`src/sv/bbc_isqrt.sv`:
```
// integer square root, one result bit per cycle
module bbc_isqrt #(
    parameter int X_W = 59
) (
    input  logic                   i_clk,
    input  logic                   i_rst_n,
    input  logic                   i_start,
    input  logic [X_W-1:0]         i_x,
    output logic                   o_done,
    output logic [(X_W+1)/2-1:0]   o_root
);
    localparam int E_W = X_W + (X_W % 2);
    localparam int R_W = E_W / 2;
    localparam int C_W = $clog2(R_W + 1);

    logic           r_busy;
    logic           r_done;
    logic [C_W-1:0] r_cnt;
    logic [E_W-1:0] r_x;
    logic [E_W-1:0] r_res;
    logic [E_W-1:0] r_bit;
    logic [E_W-1:0] w_trial;

    assign w_trial = r_res + r_bit;

    always_ff @(posedge i_clk) begin
        if (!i_rst_n) begin
            r_busy <= 1'b0;
            r_done <= 1'b0;
            r_cnt  <= '0;
        end else begin
            r_done <= 1'b0;
            if (i_start) begin
                r_busy <= 1'b1;
                r_cnt  <= '0;
            end else if (r_busy) begin
                r_cnt <= r_cnt + 1'b1;
                if (r_cnt == C_W'(R_W - 1)) begin
                    r_busy <= 1'b0;
                    r_done <= 1'b1;
                end
            end
        end
    end

    always_ff @(posedge i_clk) begin
        if (i_start) begin
            r_x   <= E_W'(i_x);
            r_res <= '0;
            r_bit <= E_W'(1) << (E_W - 2);
        end else if (r_busy) begin
            if (r_x >= w_trial) begin
                r_x   <= r_x - w_trial;
                r_res <= (r_res >> 1) + r_bit;
            end else begin
                r_res <= r_res >> 1;
            end
            r_bit <= r_bit >> 2;
        end
    end

    assign o_done = r_done;
    assign o_root = r_res[R_W-1:0];
endmodule

```
`config.mk`:
```
export PLATFORM = sky130hd
export DESIGN_NAME = bbc_isqrt
export DESIGN_NICKNAME = d
export VERILOG_FILES = /design/src/sv/bbc_isqrt.sv
export SDC_FILE = /design/constraint.sdc
export NUM_CORES = 1
export LEC_CHECK = 0
export ABC_CLOCK_PERIOD_IN_PS = 29200
export BUFFER_PORTS_ARGS = -buffer_cell sky130_fd_sc_hd__buf_2
export CAP_MARGIN = 20
export CORE_UTILIZATION = 30
export CTS_CLUSTER_SIZE = 28
export DETAILED_ROUTE_END_ITERATION = 8
export GPL_TIMING_DRIVEN = 0
export PLACE_DENSITY = 0.57
export SYNTH_ARGS = -nofsm -noshare
export SYNTH_HDL_FRONTEND = slang
export SYNTH_SLANG_ARGS = --single-unit
```
`constraint.sdc`:
```
create_clock -name i_clk -period 29.2 [get_ports i_clk]
set_input_delay 5.84 -clock i_clk [delete_from_list [all_inputs] [get_ports i_clk]]
set_output_delay 5.84 -clock i_clk [all_outputs]
set_load 0.02 [all_outputs]
```
==> metrics.txt <==
initial cell density of the core=30.67%; hpwl dp=36,720 um; core area=45,670 um^2; Post-synth ARST share=0%; Setup Fix Bufs, Post-CTS=0; layout cells sized above 1=10.59%; hold violation count in the final report=0; TritonCTS clock tree=yes; Num CTS Buffers=17; net count of the mapped netlist=1,959; Pwr Density=101.7 nW/um^2; HP Class=flop to flop; vias in the first global route=13,187; clock root cell=clkbuf_16; initial antenna violation count=0; DRT antenna net count=0; Syn Area/Cell=7.904 um^2; Synth Area in Adders=11.22%; die footprint=47,550 um^2; EDFF count, synth=59; DIE HEIGHT=218.1 um; Max Root-Sink Buffers=2; critical path required time=29.38 ns; flop-to-flop setup slack=21.41 ns; leading cell type in the layout, fill and taps excluded=nor2_1; hold bufs inserted after CTS=0; crit-path max FO=10; Clock Skews=0.01464 ns; Total GRT Usage=19.87%; post-synthesis sequential area ratio=26.66%; crit path to=r_x[0]$_DFFE_PP_; Worst-path clk slew=0.07 ns; Routed WL=46,450 um; initial drt markers=1,010; RR Endpoint=r_x[21]$_DFFE_PP_; MaxCap Viol Count=0; CTS HTree Levels=4; vias=13,369; Crit Reg-Reg Startpoint=r_res[0]$_SDFFE_PP0P_; final setup fails=0; XOR/XNOR Fraction of Synth Area=9.443%; post-CTS resize count=0; CP Launch Point=i_start; mux share of post-synthesis cell area=3.314%; Tmin final=8.081 ns; Rel. slew slack=21.03%; Congestion Overflow GR=0; cell depth of the worst flop-to-flop path=23; post-synthesis compound-gate area fraction=25.30%; I/O pin count=93; CP arrival=8.26 ns; # DRC=0; Worst Max-Slew Pin Slew=1.169 ns; crit path launch type=input pin; mapped cell area=14,010 um^2; port buffer count=91; detailed-route vias per instance=5.352; commonest non-fill, non-tap cells in the layout=191 x nor2_1, 189 x nand2_1, 150 x o21ai_0; RSZ-0062 raised after global routing=no; final worst-path cycle share=27.68%; worst vdd ir=0.00008120 V; die width=218.1 um; setup TNS=0 ns; DR WL/cell=18.59 um; main combinational cell family by area after synthesis=compound AO/OA/AOI/OAI gates; Std-Cell Rows=78; fillers=4,851; drt pass-1 iters=5; dominant synthesized flop cell=dfxtp_1; final core occ=34.69%; routability cong.=0.9523; largest net degree at the start of global routing=30; area grow syn2layout=13.13%; number of synthesis warnings=0; leakage power=6.029 nW; status=finished, final reports clean; Sink Count=157; Final nets=2,072; simple-gate area share of the yosys netlist=18.53%; crit path capture type=flop; Synth cell types=76; first-pass GRT wire length=73,840 um; flops & latches, synth=157; Worst-Skew Late Latency=0.46 ns; synthesized instance count=1,772; Worst Hold Launch=r_cnt[4]$_SDFFE_PP0P_; Crit Path Class=input pin to flop; fmax=123.7 MHz; Final Max Slew Viols=0; # diodes=0
==> cells in the mapped netlist (11+ instances only) <==
master      n  area [um^2]
nor2b_1    18        112.6
o21ai_1    15        75.07
a21oi_1   113        565.5
clkbuf_1   78        292.8
a31oi_1    61        381.6
inv_1      44        165.2
edfxtp_1   59         1772
and2_1     11        68.82
nand2_1   189        709.4
nand4_1    38        237.7
o21a_1     12        90.09
mux2i_1    43        430.4
xor2_1     62        543.0
nand2b_1   15        93.84
o21bai_1   29        217.7
xnor2_1    89        779.5
buf_4      31        232.7
nor2_1    191        716.9
nor3_1     24        120.1
dfxtp_1    98         1962
a211oi_1   35        262.8
o21ai_0   151        755.7
a21o_1     49        367.9
ha_1      124         1551
or3_1      11        68.82
nand3_1    34        170.2
==> power breakdown <==
group          total, W  internal (W)  switching (W)
sequential     0.000361      0.000311      0.0000501
clock          0.000229      0.000125       0.000103
combinational   0.00102      0.000388       0.000634
total           0.00161      0.000824       0.000788
==> final cells by class <==
| cell class | count | area (um^2) | share of cell area [%] |
|---|---|---|---|
| clock buffer | 21 | 470.5 | 2.969 |
| timing repair buffer | 94 | 500.5 | 3.159 |
| inverter | 44 | 165.2 | 1.042 |
| sequential | 157 | 3734 | 23.56 |
| multi-input combinational | 1448 | 9508 | 60.00 |
| buffer | 123 | 611.8 | 3.861 |
| tap | 600 | 750.7 | 4.738 |
| clock inverter | 11 | 105.1 | 0.6633 |
==> per-stage QoR <==
step / std cells / total power, W / area [um^2] / worst slack (ns) / hold WS [ns]
2_1_floorplan: 1772 / 0.001093 / 14010 / 19.71 / 0.4653
3_3_place_gp: 2463 / 0.001369 / 15210 / 14.48 / 0.4994
3_5_place_dp: 2466 / 0.001376 / 15270 / 20.63 / 0.4976
4_1_cts: 2498 / 0.001611 / 15850 / 21.13 / 0.5159
5_1_grt: 2498 / 0.001740 / 15850 / 21.09 / 0.5353
6_report: 2498 / 0.001612 / 15850 / 21.12 / 0.5142
==> registers in the layout, indices dropped and copies added, names as in the netlist <==
name	flops
r_res	60
r_cnt	5
r_bit	30
r_x	60
o_done	1
r_busy	1
==> worst max-delay path: stages <==
cell and delay [ns]:
clkbuf_1 0.77, clkbuf_2 0.72, clkbuf_1 0.75, o21ai_0 0.16
==> worst min path at each step <==
| stage | end | slack [ns] | cells after the start |
|---|---|---|---|
| after floorplan | o_done$_SDFF_PP0_ | 0.47 | 2 |
| after global placement | r_cnt[4]$_SDFFE_PP0P_ | 0.50 | 2 |
| after detailed placement | o_done$_SDFF_PP0_ | 0.50 | 2 |
| after CTS | o_done$_SDFF_PP0_ | 0.52 | 2 |
| after global routing | o_done$_SDFF_PP0_ | 0.54 | 2 |
| final | o_done$_SDFF_PP0_ | 0.51 | 2 |
==> layer usage <==
metal,global-route usage [%],share of wire [%]
met5,0,0
met4,4.592,1.2
met3,3.124,4.5
met2,32.96,47
met1,26.79,47
==> cells by family (layout without fill, tap and decap cells) <==
group | count (synthesis) | after routing
AND/OR/NAND/NOR | 572 | 572
adder cells (fa/ha/maj) | 125 | 125
XOR/XNOR | 151 | 151
flip-flops | 157 | 157
buffers and inverters | 167 | 293
AO/OA/AOI/OAI | 554 | 554
multiplexers | 46 | 46
(Power assumes the default switching activity.)
