<file path="config.mk">
export PLATFORM = sky130hd
export DESIGN_NAME = bbc_div
export DESIGN_NICKNAME = d
export VERILOG_FILES = /design/src/sv/bbc_div.sv
export SDC_FILE = /design/constraint.sdc
export NUM_CORES = 1
export LEC_CHECK = 0
export BUFFER_PORTS_ARGS = -buffer_cell sky130_fd_sc_hd__buf_2
export CAP_MARGIN = 20
export CORE_ASPECT_RATIO = 1.75
export CORE_MARGIN = 1
export CORE_UTILIZATION = 46
export CTS_CLUSTER_SIZE = 14
export DETAILED_ROUTE_END_ITERATION = 8
export PLACE_DENSITY = 0.8
export SYNTH_ARGS = -nofsm -noshare
export SYNTH_HDL_FRONTEND = slang
export SYNTH_SLANG_ARGS = --single-unit
</file>
<file path="constraint.sdc">
create_clock -name i_clk -period 2.3 [get_ports i_clk]
set_input_delay 0.46 -clock i_clk [delete_from_list [all_inputs] [get_ports i_clk]]
set_output_delay 0.46 -clock i_clk [all_outputs]
set_load 0.03 [all_outputs]
</file>
<file path="src/sv/bbc_div.sv">
// restoring divider, one quotient bit per cycle
module bbc_div #(
    parameter int N_W = 59,
    parameter int D_W = 12
) (
    input  logic           i_clk,
    input  logic           i_rst_n,
    input  logic           i_start,
    input  logic [N_W-1:0] i_num,
    input  logic [D_W-1:0] i_den,
    output logic           o_done,
    output logic [N_W-1:0] o_quotient
);
    localparam int C_W = $clog2(N_W + 1);

    logic           r_busy;
    logic           r_done;
    logic [C_W-1:0] r_cnt;
    logic [N_W-1:0] r_num;
    logic [D_W-1:0] r_den;
    logic [D_W-1:0] r_rem;
    logic [D_W:0]   w_rem_sh;
    logic [D_W:0]   w_rem_sub;
    logic           w_ge;

    assign w_rem_sh  = {r_rem, r_num[N_W-1]};
    assign w_ge      = w_rem_sh >= {1'b0, r_den};
    assign w_rem_sub = w_rem_sh - {1'b0, r_den};

    always_ff @(posedge i_clk) begin
        if (!i_rst_n) begin
            r_busy <= 1'b0;
            r_done <= 1'b0;
            r_cnt  <= '0;
        end else begin
            r_done <= 1'b0;
            if (i_start) begin
                r_busy <= 1'b1;
                r_cnt  <= '0;
            end else if (r_busy) begin
                r_cnt <= r_cnt + 1'b1;
                if (r_cnt == C_W'(N_W - 1)) begin
                    r_busy <= 1'b0;
                    r_done <= 1'b1;
                end
            end
        end
    end

    always_ff @(posedge i_clk) begin
        if (i_start) begin
            r_num <= i_num;
            r_den <= i_den;
            r_rem <= '0;
        end else if (r_busy) begin
            r_rem <= w_ge ? w_rem_sub[D_W-1:0] : w_rem_sh[D_W-1:0];
            r_num <= {r_num[N_W-2:0], w_ge};
        end
    end

    assign o_done     = r_done;
    assign o_quotient = r_num;
endmodule

</file>
==> results.toml <==
[status]
status = "finished clean"

[synth]
synth_cell_types = 46
syn_area_um2 = 4330
synthMuxAreaShare_pct = 15.9
synthXorXnorAreaFrac_pct = 2.02
synth_area_leader_cell = "edfxtp_1"
synth-edff-count = 71
yosys-top-cells-area = "edfxtp_1 49%, mux2_2 15%, dfxtp_1 9.2%, ha_1 4.0%, nand2_1 2.1%"
synth-seq-cells = 91
yosys_warnings = 0
synth_top_family_by_area = "multiplexers"
synthesis.instances = 331
synth-async-reset-ratio_pct = 0
synthAdderAreaFrac_pct = 4.50
syn_area_per_cell_um2 = 13.1
synth_top_area_share_pct = 49.2
synth_compound_area_share_pct = 8.58
seq_area_frac_synth_pct = 58.4
ys.flop_type = "edfxtp_1"
synth_fp_nets = 420
synth-simple-area-share_pct = 7.74

[grt]
grt.overflow.total = 0
track_usage_pct = 20.7
grt_pass1_vias = 3275
grt_pass1_wl_um = 15000
grt_max_degree = 60
antenna_found_initial = 0

[clock_network]
numCtsBuffers = 9
h-tree-depth = 3
clock-sinks = 91
clkTransAtPathRegs_ps = 70
ctsLongestPathBuffers = 2
insertion_delay_ps = 340
root_buffer = "clkbuf_16"
cts_hold_buf = 0
cts_tree = "done"

[final_layout]
instances_no_fill = 599
area_growth_pct = 27.5
antennaDiodeCount = 0
drive_gt1_share_pct = 49.3
final_common_cell = "buf_2"
layout_common_cells = "133 x buf_2, 71 x edfxtp_1, 59 x mux2_2, 23 x nand2_1"
fill_cells = 755
final_util_pct = 60.8
nNetsFinal = 563

[critical_path]
endpoint_kind = "register"
start_kind = "register"
path_depth = 10
path_buf_inv = 2
cp.arrival_ps = 2420
path_delay_family = "adder cells"
cp_data_required_time_ps = 2550
r2r_cells = 10
cp_cell_sequence = "inv_1 -> ha_1 -> fa_1 -> nor2b_2 -> o21bai_1 -> a21boi_2 -> buf_4 -> or3_1 -> nand3_1 -> a311oi_1"
critical_path.max_stage_delay_ps = 440
critPathMaxFanout = 4
critPathLaunch = "o_quotient[58]$_DFFE_PP_"
slowest_stage = "fa_1"
crit_type = "register to register"
rr_startpoint = "o_quotient[58]$_DFFE_PP_"

[floorplan]
initial_core_util_pct = 47.6
fp.dieH_um = 130
row_count = 46
io_pins = 134
core_um2 = 9090
dieArea_um2 = 9830
die_x_um = 75.4

[routing]
first_pass_iters = 4
drt_iter0_markers = 165
vias_per_cell = 5.37
drc = 0
final_antenna_net_count = 0
wl_um = 9830
wl_per_cell_um = 16.4
vias = 3218

[place]
hpwl_um = 7030
io_buffers = 133
place.gp.congestion = 0.859
dp.cells = 581

[sta]
finClkSkew_ps = 5.15
relSlewSlack_pct = 73.4
fmax_ghz = 0.461
period_share_pct = 94.4
worst-slew-pin-transition_ps = 394
min_period_ps = 2170
hold_violations = 0
slew_violations = 0
finalSetupViolCount = 0
rsz0062_at_grt = "true"

[run]
cap_violations = 0

[min_path]
min_path_type = "input pin to register"
holdPathStages = 1
min_from = "i_den[8]"

[pwr]
internal-power_mw = 3.07
p_sw_mw = 1.32
cellLeakagePower_nw = 2.28
max-vdd-ir-drop_mv = 0.505
p_sw_share_pct = 30.0
pwr-share-comb_pct = 21.9
clockPowerShare_pct = 31.7
p_seq_share_pct = 46.4
total_power_mw = 4.39
powerDensity_nw_per_um2 = 795
==> stage by stage <==
stage | setup slack, ps | hold slack (ps) | instance area [µm²] | TNS, ps
2_1_floorplan | 42.8 | 458 | 4330 | 0
3_3_place_gp | 118 | 471 | 5200 | 0
3_5_place_dp | 0.381 | 492 | 5200 | 0
6_report | 130 | 289 | 5530 | 0
5_1_grt | -9.11 | 282 | 5530 | -18.4
4_1_cts | 6.17 | 280 | 5480 | 0
==> power by group through the flow <==
stage	combinational (mW)	clock (mW)	sequential, mW
finish	0.961	1.39	2.04
global route	1.03	1.47	2.06
CTS	0.929	1.41	2.04
detailed placement	0.923	0	2.07
global placement	0.897	0	2.06
floorplan	0.411	0	2.29
==> what timing repair did <==
| action | CTS | global route |
|---|---|---|
| buffers inserted | 0 | 1 |
| resized for setup | 0 | 11 |
| endpoints found under the setup margin | 0 | 12 |
==> registers in the layout (all words and copies together), names as in the netlist <==
signal and count:
r_rem 12, o_done 1, r_cnt 6, r_den 12
r_busy 1, o_quotient 59
==> final cells by class <==
| type | count | area [µm²] | share of cell area, % |
|---|---|---|---|
| Sequential cell | 91 | 2530 | 45.8 |
| Multi-Input combinational cell | 210 | 1720 | 31.2 |
| Timing Repair Buffer | 145 | 781 | 14.1 |
| Clock buffer | 10 | 229 | 4.14 |
| Tap cell | 120 | 150 | 2.72 |
| Inverter | 17 | 63.8 | 1.15 |
| Clock inverter | 6 | 47.5 | 0.861 |
==> synth_stat cells (2+ instances only) <==
master,count
edfxtp_1,71
mux2_2,59
nand2_1,24
nor2_1,21
dfxtp_1,20
inv_1,16
ha_1,14
clkbuf_1,12
o21ai_0,11
a21oi_1,8
a311oi_1,7
xor2_1,7
nand3_1,5
or3_1,5
nor3b_1,4
a21boi_0,3
a21o_1,3
nor3_1,3
o21a_1,3
xnor2_1,3
a211oi_2,2
a31oi_1,2
a41oi_1,2
nand4_1,2
nor2b_1,2
o21ai_1,2
==> path summary, 6_finish.rpt <==
| kind | to | slack (ps) |
|---|---|---|
| worst max register to register | r_rem[6]$_SDFFE_PP0P_ | 130 |
| worst max-delay path | r_rem[6]$_SDFFE_PP0P_ | 130 |
| worst min-delay path | r_den[8]$_DFFE_PP_ | 290 |
| worst min register to register | r_cnt[5]$_SDFFE_PP0P_ | 500 |
==> routing by layer <==
layer | GRT usage (%) | vias to the layer above | wire (µm)
met5 | 0 | - | 0
li1 | - | 1524 | -
met4 | 10.3 | 0 | 316
met2 | 38.1 | 125 | 5530
met3 | 4.22 | 25 | 560
met1 | 21.4 | 1544 | 3430
==> cells by family after synthesis <==
logic type / Yosys count
DFF: 91
and+or+nand+nor: 71
muxes: 61
AOI/OAI and AO/OA: 52
buffers and inverters: 31
adders and majority gates: 15
xor gates and xnor gates: 10
Note: power is estimated with default switching activity, not from simulation.
