### src/sv/bbc_ram.sv
// generic single write port ram with registered read
module bbc_ram #(
    parameter int WIDTH = 24,
    parameter int DEPTH = 32
) (
    input  logic                     i_clk,
    input  logic                     i_wr_en,
    input  logic [$clog2(DEPTH)-1:0] i_wr_addr,
    input  logic [WIDTH-1:0]         i_wr_data,
    input  logic                     i_rd_en,
    input  logic [$clog2(DEPTH)-1:0] i_rd_addr,
    output logic [WIDTH-1:0]         o_rd_data
);
    logic [WIDTH-1:0] r_mem [DEPTH];
    logic [WIDTH-1:0] r_rd_data;

    always_ff @(posedge i_clk) begin
        if (i_wr_en) begin
            r_mem[i_wr_addr] <= i_wr_data;
        end
        if (i_rd_en) begin
            r_rd_data <= r_mem[i_rd_addr];
        end
    end

    assign o_rd_data = r_rd_data;
endmodule

### config.mk
export PLATFORM = sky130hd
export DESIGN_NAME = bbc_ram
export DESIGN_NICKNAME = d
export VERILOG_FILES = /design/src/sv/bbc_ram.sv
export SDC_FILE = /design/constraint.sdc
export NUM_CORES = 1
export LEC_CHECK = 0
export BUFFER_PORTS_ARGS = -buffer_cell sky130_fd_sc_hd__buf_2
export CAP_MARGIN = 20
export CORE_ASPECT_RATIO = 0.75
export CORE_MARGIN = 2
export CORE_UTILIZATION = 35
export CTS_BUF_LIST = sky130_fd_sc_hd__clkbuf_4
export DETAILED_ROUTE_END_ITERATION = 10
export MAX_ROUTING_LAYER = met4
export SLEW_MARGIN = 20
export SYNTH_ARGS = -nofsm -noshare
export SYNTH_HDL_FRONTEND = slang
export SYNTH_SLANG_ARGS = --single-unit
### constraint.sdc
create_clock -name i_clk -period 2.1 [get_ports i_clk]
set_input_delay 0 -clock i_clk [delete_from_list [all_inputs] [get_ports i_clk]]
set_output_delay 0 -clock i_clk [all_outputs]
set_load 0.005 [all_outputs]
==> results.md <==
* Sequential area share after synthesis at slightly below 80%
* Synthesized instance count at between 1,500 and 2,000
* Share of layout cells above drive strength 1 at between 20% and 30%
* Pins over their slew limit at 0
* Kind of capture point of the worst setup path: flip-flop
* Number of top-level design ports at 61
* NetSw at 0.00705 W
* Number of violations reported at the end of detailed-routing iteration 0 at approximately 1,500
* Yosys reg bits at 792
* IO Port Bufs at 60
* Total power after layout at between 0.03 and 0.04 W
* Maximum vdd ir drop at 0.478 mV
* Hold slack at approximately 0.12 ns
* Static leakage at approximately 13 nW
* Minimum setup slack among reg-to-reg paths at ~0.41 ns
* Shortest clock period the worst path allows after layout at between 2 and 2.5 ns
* Synthesis-to-finish area growth at 17.3%
* Hold path endpoint: r_mem[1][11]
* Maximum buffer depth of the clock tree at 3
* Clock insertion delay at the later pin of the skew report at 0.93 ns
* Die Height at 261 um
* Vias at 16,900
* Worst hold path depth at 2
* Final hold violations at 0
* Area of the mapped netlist at ~31,000 um^2
* Launch point of the worst hold path: i_wr_data[11]
* First-pass GRT wire length at 114,000 um
* Count of standard-cell rows at 94
* Number of warnings reported in the yosys synthesis log at 0
* RSZ-0062 raised after global routing: false
* R2R depth at 5
* Clock tree from TritonCTS: yes
* Relative max-transition margin at between 40 and 50%
* Last weighted congestion value of the routability-driven placer at between 0.8 and 0.9
* Number of violations of the max-capacitance limit at 0
* Crit path max fanout at 26
* Drc violations at 0
* Pin count of the biggest net entering global routing at 56
* Post-route worst setup slack at -0.0476 ns
* Final setup violation count at 1
* FF-to-FF End: o_rd_data[5]
* Switching share of total power at 22.7%
* Net count of the finished layout at between 2,000 and 2,500
* Via/cell ratio at 5.17
* Share of the core filled with cells at around two fifths
* Drt wl/cell at ~24 um
* Worst-Margin Slew at 0.780 ns
* Yosys cell types at 23
* Startpoint Class: primary input
* Aggregate global routing overflow at 0
* Power per Cell Area at about 860 nW/um^2
* Standard cell core area at approximately 87,000 um^2
* All-Layer GR Usage at between 10% and 20%
* Starting density of the core at a little over a third
* Setup CP Type: in -> reg
* Routed Wire Length at slightly below 80,000 um
* Number of post-CTS setup repair buffers at 0
* Startpoint of the worst register-to-register path: r_mem[25][5]
* Clock Power Share at 37.2%
* Arrival time reported for the critical path endpoint at approximately 2.8 ns
* Post-route clock period utilization at 102%
* Internal power at 0.0240 W
* Number of instances resized during post-cts repair at 0
* Post-Synthesis Net Count at around 1,700
* Num Clock Sinks at 792
* Hold/Removal Path Class: in -> reg
* Antenna violations before repair at 4
* Post-Synthesis Mean Instance Area at roughly 18 um^2
* Die X at 346 um
* Number of H-tree levels at 4
* HPWL after detailed placement at 45,400 um
* Violations in the final reports: setup timing
* Clock slew at the register clock pins of the worst setup and hold paths at ~0.070 ns
* CP required at between 2 and 3 ns
* 1st-pass router iterations at 6
* Skew final at around 0.066 ns
* Outcome: finished with violations
* Root Buffer: sky130_fd_sc_hd__clkbuf_4
* Overall die area at 90,200 um^2
* Number of buffers created by CTS at 180
* Residual antenna-violating net count after detailed routing at 0
* Vias in the first global route at around 17,000
* Part of the total power dissipated in combinational logic at about 5.9%
* Register share of total power at between 50% and 60%
* Highest achievable clock rate at around 470 MHz
==> kinds of logic (layout without fill, tap and decap cells) <==
group           after synthesis  in the layout  share of synthesized area [%]
flops                       792            792                           77.4
mux                         384            384                           12.5
simple gates                221            221                           3.27
compound gates              216            216                           4.79
buf+inv                      98            500                           2.02
other cells                   0              7                              0
==> power by group through the flow <==
stage	clock, W	combinational (W)	sequential [W]
2_1_floorplan	0	0.000925	0.0180
3_3_place_gp	0	0.00173	0.0180
3_5_place_dp	0	0.00176	0.0180
4_1_cts	0.0119	0.00183	0.0177
5_1_grt	0.0127	0.00195	0.0177
6_report	0.0116	0.00182	0.0177
==> metrics by stage <==
stage                     setup WS (ns)  TNS (ns)  cell area (um^2)  std cells
after global routing             0.0231         0             36000       3270
after CTS                        0.0212         0             36000       3266
after floorplan                  0.0130         0             30700       1711
after global placement            0.211         0             33500       2939
after detailed placement          0.218         0             33500       2939
final                           -0.0476   -0.0476             36000       3272
==> registers in the layout, summed over array words and instances (netlist names) <==
signal and count:
o_rd_data 24, r_mem 768
==> worst max path at each step <==
stage / startpoint / endpoint / slack (ns) / cells past startpoint
final: i_rd_addr[1] / o_rd_data[17] / -0.05 / 10
after global routing: i_rd_addr[1] / o_rd_data[22] / 0.02 / 10
after CTS: i_wr_addr[1] / r_mem[29][8] / 0.02 / 8
after detailed placement: i_rd_addr[2] / o_rd_data[22] / 0.22 / 7
after global placement: i_rd_addr[2] / o_rd_data[17] / 0.21 / 7
after floorplan: i_wr_addr[1] / r_mem[12][0] / 0.01 / 3
==> critical path, cell delays in order <==
cell                            delay [ns]
sky130_fd_sc_hd__dlygate4sd3_1        0.54
sky130_fd_sc_hd__buf_2                0.18
sky130_fd_sc_hd__nor2b_4              0.15
sky130_fd_sc_hd__dlygate4sd3_1        0.59
sky130_fd_sc_hd__buf_12               0.23
sky130_fd_sc_hd__buf_4                0.23
sky130_fd_sc_hd__a22o_1               0.17
sky130_fd_sc_hd__nor3_1               0.06
sky130_fd_sc_hd__a31oi_1              0.40
sky130_fd_sc_hd__nand3_1              0.22
==> area by class of cell <==
cell class              instances  area, um^2
fillers                      7836       51300
flip-flops and latches        792       23800
multi-input cells             821        6580
repair buffers                216        2110
clock buffers                 247        1850
well taps                    1152        1440
clock inverters                37         248
diodes                          7        17.5
==> routing by layer <==
layer | part of all wire [%] | track usage (%)
met1 | 45 | 24.4
met3 | 8.3 | 4.74
met5 | 0 | -
met4 | 1.5 | 4.82
met2 | 45 | 26.5
==> cell usage in the layout, fill, tap and decap left out, types with 2 or more instances in the layout <==
master / instances
sky130_fd_sc_hd__clkbuf_4: 247
sky130_fd_sc_hd__buf_4: 72
sky130_fd_sc_hd__clkinv_1: 23
sky130_fd_sc_hd__clkinvlp_4: 3
sky130_fd_sc_hd__nor2b_4: 2
sky130_fd_sc_hd__nand2b_1: 2
sky130_fd_sc_hd__nand2_1: 74
sky130_fd_sc_hd__or3b_2: 3
sky130_fd_sc_hd__bufinv_16: 3
sky130_fd_sc_hd__buf_2: 59
sky130_fd_sc_hd__inv_2: 2
sky130_fd_sc_hd__mux2i_1: 384
sky130_fd_sc_hd__nor2_4: 33
sky130_fd_sc_hd__a22oi_1: 72
sky130_fd_sc_hd__buf_12: 42
sky130_fd_sc_hd__nor3_1: 24
sky130_fd_sc_hd__nand3b_1: 5
sky130_fd_sc_hd__a31oi_1: 24
sky130_fd_sc_hd__edfxtp_1: 792
sky130_fd_sc_hd__nand3_1: 74
sky130_fd_sc_hd__dlygate4sd3_1: 42
sky130_fd_sc_hd__clkinv_4: 2
sky130_fd_sc_hd__clkinv_2: 3
sky130_fd_sc_hd__diode_2: 7
sky130_fd_sc_hd__a22o_1: 48
sky130_fd_sc_hd__a21oi_1: 72
==> cells in the mapped netlist <==
master	number	area, um^2
sky130_fd_sc_hd__a22oi_1	72	541
sky130_fd_sc_hd__edfxtp_1	792	23800
sky130_fd_sc_hd__nand2b_1	2	12.5
sky130_fd_sc_hd__buf_2	29	145
sky130_fd_sc_hd__or2_1	1	6.26
sky130_fd_sc_hd__buf_1	4	15.0
sky130_fd_sc_hd__buf_6	22	248
sky130_fd_sc_hd__nor3_1	24	120
sky130_fd_sc_hd__or3b_2	3	26.3
sky130_fd_sc_hd__nand3_1	74	370
sky130_fd_sc_hd__mux2i_1	384	3840
sky130_fd_sc_hd__nand3b_1	5	37.5
sky130_fd_sc_hd__nor2_1	34	128
sky130_fd_sc_hd__or3_1	1	6.26
sky130_fd_sc_hd__clkbuf_4	1	7.51
sky130_fd_sc_hd__a22o_1	48	420
sky130_fd_sc_hd__buf_4	13	97.6
sky130_fd_sc_hd__nor2b_1	2	12.5
sky130_fd_sc_hd__a31oi_1	24	150
sky130_fd_sc_hd__a21oi_1	72	360
sky130_fd_sc_hd__and2_1	1	6.26
sky130_fd_sc_hd__clkbuf_1	29	109
sky130_fd_sc_hd__nand2_1	74	278
==> what timing repair did <==
action | CTS | global route
endpoints found under the setup margin | 0 | 20
endpoints found under the hold margin | 1299 | 0
hold buffers | 43 | 0
No activity file was read; power rests on OpenSTA's default activity.
