**src/sv/bbc_mul.sv**
```systemverilog
// shift-add multiplier, one multiplier bit per cycle
module bbc_mul #(
    parameter int A_W = 53,
    parameter int B_W = 30
) (
    input  logic             i_clk,
    input  logic             i_rst_n,
    input  logic             i_start,
    input  logic [A_W-1:0]   i_a,
    input  logic [B_W-1:0]   i_b,
    output logic             o_done,
    output logic [A_W+B_W-1:0] o_product
);
    localparam int P_W = A_W + B_W;
    localparam int C_W = $clog2(B_W + 1);

    logic           r_busy;
    logic           r_done;
    logic [C_W-1:0] r_cnt;
    logic [P_W-1:0] r_a;
    logic [B_W-1:0] r_b;
    logic [P_W-1:0] r_acc;

    always_ff @(posedge i_clk) begin
        if (!i_rst_n) begin
            r_busy <= 1'b0;
            r_done <= 1'b0;
            r_cnt  <= '0;
        end else begin
            r_done <= 1'b0;
            if (i_start) begin
                r_busy <= 1'b1;
                r_cnt  <= '0;
            end else if (r_busy) begin
                r_cnt <= r_cnt + 1'b1;
                if (r_cnt == C_W'(B_W - 1)) begin
                    r_busy <= 1'b0;
                    r_done <= 1'b1;
                end
            end
        end
    end

    always_ff @(posedge i_clk) begin
        if (i_start) begin
            r_a   <= P_W'(i_a);
            r_b   <= i_b;
            r_acc <= '0;
        end else if (r_busy) begin
            if (r_b[0]) begin
                r_acc <= r_acc + r_a;
            end
            r_a <= r_a << 1;
            r_b <= r_b >> 1;
        end
    end

    assign o_done    = r_done;
    assign o_product = r_acc;
endmodule

```
**config.mk**
```make
export PLATFORM = sky130hd
export DESIGN_NAME = bbc_mul
export DESIGN_NICKNAME = d
export VERILOG_FILES = /design/src/sv/bbc_mul.sv
export SDC_FILE = /design/constraint.sdc
export NUM_CORES = 1
export LEC_CHECK = 0
export ABC_AREA = 1
export CORE_MARGIN = 4
export CORE_UTILIZATION = 30
export CTS_BUF_LIST = sky130_fd_sc_hd__clkbuf_8
export CTS_CLUSTER_SIZE = 16
export DETAILED_ROUTE_END_ITERATION = 8
export DONT_BUFFER_PORTS = 1
export PLACE_DENSITY = 0.48
export SKIP_CTS_REPAIR_TIMING = 1
export SYNTH_ARGS = -nofsm -noshare
export SYNTH_HDL_FRONTEND = slang
export SYNTH_SLANG_ARGS = --single-unit
```
**constraint.sdc**
```tcl
create_clock -name i_clk -period 8.65 [get_ports i_clk]
set_input_delay 0.865 -clock i_clk [delete_from_list [all_inputs] [get_ports i_clk]]
set_output_delay 0.865 -clock i_clk [all_outputs]
set_load 0.05 [all_outputs]
```
==> load_flow_metrics.sql <==
INSERT INTO impl_metrics (metric_group, metric, value, unit) VALUES
('logic_synthesis', 'synth-seq-area-share', '31.2', '%'),
('timing', 'final_setup_violating_endpoints', '0', ''),
('logic_synthesis', 'synth.ff_latch_count', '203', ''),
('logic_synthesis', 'ys_types', '36', ''),
('drt', 'router_iterations_before_antenna_repair', '7', ''),
('status', 'run_status', 'finished, final reports clean', ''),
('global_routing', 'grt_pass1_vias', '14700', ''),
('power', 'power_density', '172', 'mW/mm²'),
('logic_synthesis', 'syn_area_per_cell', '6.09', 'µm²'),
('critical_path', 'longest_individual_stage_delay_on_the_worst_path', '0.72', 'ns'),
('cells_and_area', 'layout-drive-gt1-share', '7.64', '%'),
('clock_network', 'cts.sink_count', '203', ''),
('drt', 'drt.antenna.violating_nets', '0', ''),
('critical_path', 'cp_max_fo', '4', ''),
('critical_path', 'worst_path_max_delay_cell', 'sky130_fd_sc_hd__dfxtp_1', ''),
('power', 'vdd_ir_drop_max', '109', 'µV'),
('critical_path', 'worst_path_required_time', '9.12', 'ns'),
('floorplanning', 'initial_utilization', '30.4', '%'),
('cells_and_area', 'final_net_count', '2742', ''),
('timing', 'finalHoldViolCount', '0', ''),
('placement', 'detailedPlacementHpwl', '45.3', 'mm'),
('global_routing', 'pin_count_of_the_biggest_net_entering_global_routing', '151', ''),
('cells_and_area', 'flow.area_growth_from_synthesis', '9.77', '%'),
('logic_synthesis', 'synth_area_leaders', 'sky130_fd_sc_hd__nand2_1 22%, sky130_fd_sc_hd__edfxtp_1 16%, sky130_fd_sc_hd__dfxtp_1 15%', ''),
('drt', 'detailedRoute.firstIterationViolations', '991', ''),
('clock_network', 'numCtsBuffers', '43', ''),
('floorplanning', 'fp.coreArea', '0.0515', 'mm²'),
('timing', 'final_number_of_max_transition_violations', '0', ''),
('drt', 'finalWirelength', '57.3', 'mm'),
('logic_synthesis', 'synth_largest_area_cell', 'sky130_fd_sc_hd__nand2_1', ''),
('global_routing', 'gr-usage-met2', '30.7', '%'),
('drt', 'vias', '15200', ''),
('job', 'max_cap_viol_count', '0', ''),
('logic_synthesis', 'synthesis.instances', '2574', ''),
('worst_hold_path', 'timing.hold.worst.class', 'input pin to register', ''),
('global_routing', 'antenna_found_initial', '1', ''),
('floorplanning', 'chip_width', '237', 'µm'),
('logic_synthesis', 'yosysTopAreaCellShare', '22.3', '%'),
('timing', 'layout_min_cycle_time', '3.30', 'ns'),
('critical_path', 'worst_setup_path_start_kind', 'register', ''),
('critical_path', 'critPathCaptureType', 'register', ''),
('critical_path', 'timing.critical_path.cells', 'ha_1, inv_1, fa_1, inv_1, nand3_1, nand2_2, nand2_1, nand2_1, nand2_1, nand3_2, nand2_1, nand2_2, nand2_1, nand3_1, nand2_1, nor2_1, nor2_1', ''),
('floorplanning', 'fp.dieArea', '0.0560', 'mm²'),
('clock_network', 'clock_tree_from_tritoncts', 'yes', ''),
('clock_network', 'cts_htree_levels', '2', ''),
('clock_network', 'clk_pin_slew_worst_paths', '0.06', 'ns'),
('placement', 'gpl.final_weighted_congestion', '0.940', ''),
('global_routing', 'globalRouteMet3Util', '4.71', '%'),
('clock_network', 'clk_root_buffer_cell', 'sky130_fd_sc_hd__clkbuf_8', ''),
('global_routing', 'groute.layer.met1.usage', '27.9', '%'),
('logic_synthesis', 'synthesis.area', '0.0157', 'mm²'),
('global_routing', 'overflow_left_after_global_routing', '0', ''),
('timing', 'maxSlewHeadroom', '35.4', '%'),
('timing', 'final.period_utilization', '38.2', '%'),
('timing', 'max_slew.worst_pin.slew', '0.968', 'ns'),
('floorplanning', 'top_level_ports', '170', ''),
('global_routing', 'global_route.usage.total', '20.0', '%'),
('drt', 'route.detailed.wl_per_inst', '17.4', 'µm'),
('drt', 'routed_via_density', '4.62', ''),
('global_routing', 'grt_peak_use_layer', 'met2', ''),
('critical_path', 'cp_common_cell', 'sky130_fd_sc_hd__nand2_1', ''),
('placement', 'port_buffers', '0', ''),
('timing', 'maxClockFrequency', '303', 'MHz'),
('timing', 'final.setup_skew', '0.0431', 'ns'),
('timing', 'grt_setup_unrepaired', 'no', ''),
('global_routing', 'wire_length_of_the_first_global_routing_pass', '87.5', 'mm'),
('timing', 'fin_tns_setup', '0', 'ns'),
('logic_synthesis', 'synth_nets', '2745', ''),
('power', 'leakage', '9.29', 'nW'),
('critical_path', 'cp.arrival', '3.77', 'ns'),
('critical_path', 'critical_path_class', 'register to register', ''),
('floorplanning', 'die_height', '237', 'µm'),
('floorplanning', 'num_rows', '83', ''),
('drt', 'detail_route.drc_violations', '0', ''),
('cells_and_area', 'final_core_utilization', '33.4', '%'),
('timing', 'worst_hold_slack', '0.400', 'ns'),
('clock_network', 'worst_skew_pair.late_latency', '0.62', 'ns'),
('clock_network', 'clock_tree.buffer_depth', '3', ''),
('logic_synthesis', 'yosysWarningCount', '0', '');
synthesized netlist by cell type:
library cell	instances
sky130_fd_sc_hd__buf_1	3
sky130_fd_sc_hd__clkbuf_1	53
sky130_fd_sc_hd__inv_1	444
sky130_fd_sc_hd__o21bai_1	15
sky130_fd_sc_hd__dfxtp_1	120
sky130_fd_sc_hd__a211oi_1	1
sky130_fd_sc_hd__nor4_2	2
sky130_fd_sc_hd__xor2_1	44
sky130_fd_sc_hd__o21ai_1	1
sky130_fd_sc_hd__nor3_2	3
sky130_fd_sc_hd__nand4_1	6
sky130_fd_sc_hd__nor2_1	342
sky130_fd_sc_hd__inv_2	19
sky130_fd_sc_hd__o21ai_0	107
sky130_fd_sc_hd__nor3b_1	1
sky130_fd_sc_hd__nand2_1	932
sky130_fd_sc_hd__a21oi_1	97
sky130_fd_sc_hd__nand3b_1	1
sky130_fd_sc_hd__nand3_1	71
sky130_fd_sc_hd__fa_1	1
sky130_fd_sc_hd__edfxtp_1	83
sky130_fd_sc_hd__xnor2_1	4
sky130_fd_sc_hd__nor3_1	15
sky130_fd_sc_hd__o211a_1	1
sky130_fd_sc_hd__ha_1	84
sky130_fd_sc_hd__a21oi_2	2
sky130_fd_sc_hd__o21a_1	1
sky130_fd_sc_hd__nor2_4	7
sky130_fd_sc_hd__nor4_1	7
sky130_fd_sc_hd__clkinv_1	1
sky130_fd_sc_hd__nand3_2	15
sky130_fd_sc_hd__nand2_2	37
sky130_fd_sc_hd__a31oi_1	4
sky130_fd_sc_hd__and2_1	3
sky130_fd_sc_hd__nor2_2	46
sky130_fd_sc_hd__or2_1	1
cell families (layout without fill, tap and decap cells):
kind of cell | count (synthesis) | after routing | share of synthesized area [%]
other | 0 | 1 | 0
adder cells (fa/ha/maj) | 85 | 85 | 6.83
flip-flops | 203 | 203 | 31.2
buffers and inverters | 520 | 550 | 12.4
AND/OR/NAND/NOR | 1489 | 1489 | 39.1
AO/OA/AOI/OAI | 229 | 229 | 7.69
XOR/XNOR | 48 | 48 | 2.68
per-layer routing:
layer / part of all wire, % / vias up
met4: 2.9 / 0
li1: - / 7824
met5: 0 / -
met2: 42 / 391
met1: 48 / 6880
met3: 7.0 / 88
final cells by class:
| cell class | count | area, µm² |
|---|---|---|
| diodes | 1 | 2.50 |
| clock buffers | 47 | 647 |
| clock inverters | 31 | 171 |
| fillers | 5919 | 34300 |
| inverters | 464 | 1750 |
| multi-input cells | 1851 | 8840 |
| flip-flops and latches | 203 | 4890 |
| well taps | 680 | 851 |
| repair buffers | 8 | 60.1 |
cells in the final DEF (no fill, tap or decap), types with 44 or more instances in the layout:
master                       n
sky130_fd_sc_hd__xor2_1     44
sky130_fd_sc_hd__dfxtp_1   120
sky130_fd_sc_hd__ha_1       84
sky130_fd_sc_hd__nor2_1    342
sky130_fd_sc_hd__edfxtp_1   83
sky130_fd_sc_hd__nand3_1    71
sky130_fd_sc_hd__inv_1     461
sky130_fd_sc_hd__clkbuf_8   47
sky130_fd_sc_hd__nand2_1   931
sky130_fd_sc_hd__o21ai_0   107
sky130_fd_sc_hd__nor2_2     46
sky130_fd_sc_hd__a21oi_1    97
critical path: cells and delay by family, from the launching register on:
family	cells	cell delay (ns)
adder cells (fa/ha/maj)	2	0.74
flip-flops	1	0.72
AND/OR/NAND/NOR	13	1.53
buffers and inverters	2	0.17
metrics by stage:
| stage | power (W) | std cells | area [µm²] | worst slack [ns] |
|---|---|---|---|---|
| after CTS | 0.00302 | 3284 | 17200 | 5.30 |
| after global placement | 0.00197 | 3206 | 16400 | 5.34 |
| after global routing | 0.00315 | 3285 | 17200 | 5.10 |
| after floorplan | 0.00176 | 2574 | 15700 | 5.09 |
| final | 0.00297 | 3285 | 17200 | 5.35 |
| after detailed placement | 0.00197 | 3206 | 16400 | 5.37 |
state kept, by name (all words and copies together), names as in the netlist:
signal     flops
o_product     83
r_a           83
r_b           30
r_cnt          5
o_done         1
r_busy         1
where the power goes:
part,internal (W),switching [W],total [W]
clock,0.000532,0.000485,0.00102
combinational,0.000210,0.000472,0.000682
sequential,0.00109,0.000178,0.00127
final timing paths:
check | startpoint | to | slack, ns | cells past startpoint
setup / recovery | o_product[0]$_SDFFE_PP0P_ | o_product[72]$_SDFFE_PP0P_ | 5.35 | 17
hold / removal | i_rst_n | r_busy$_SDFF_PN0_ | 0.40 | 1
setup reg to reg | o_product[0]$_SDFFE_PP0P_ | o_product[72]$_SDFFE_PP0P_ | 5.35 | 17
hold reg to reg | r_cnt[4]$_SDFFE_PP0P_ | r_cnt[4]$_SDFFE_PP0P_ | 0.51 | 1
Note: power is estimated with default switching activity, not from simulation.
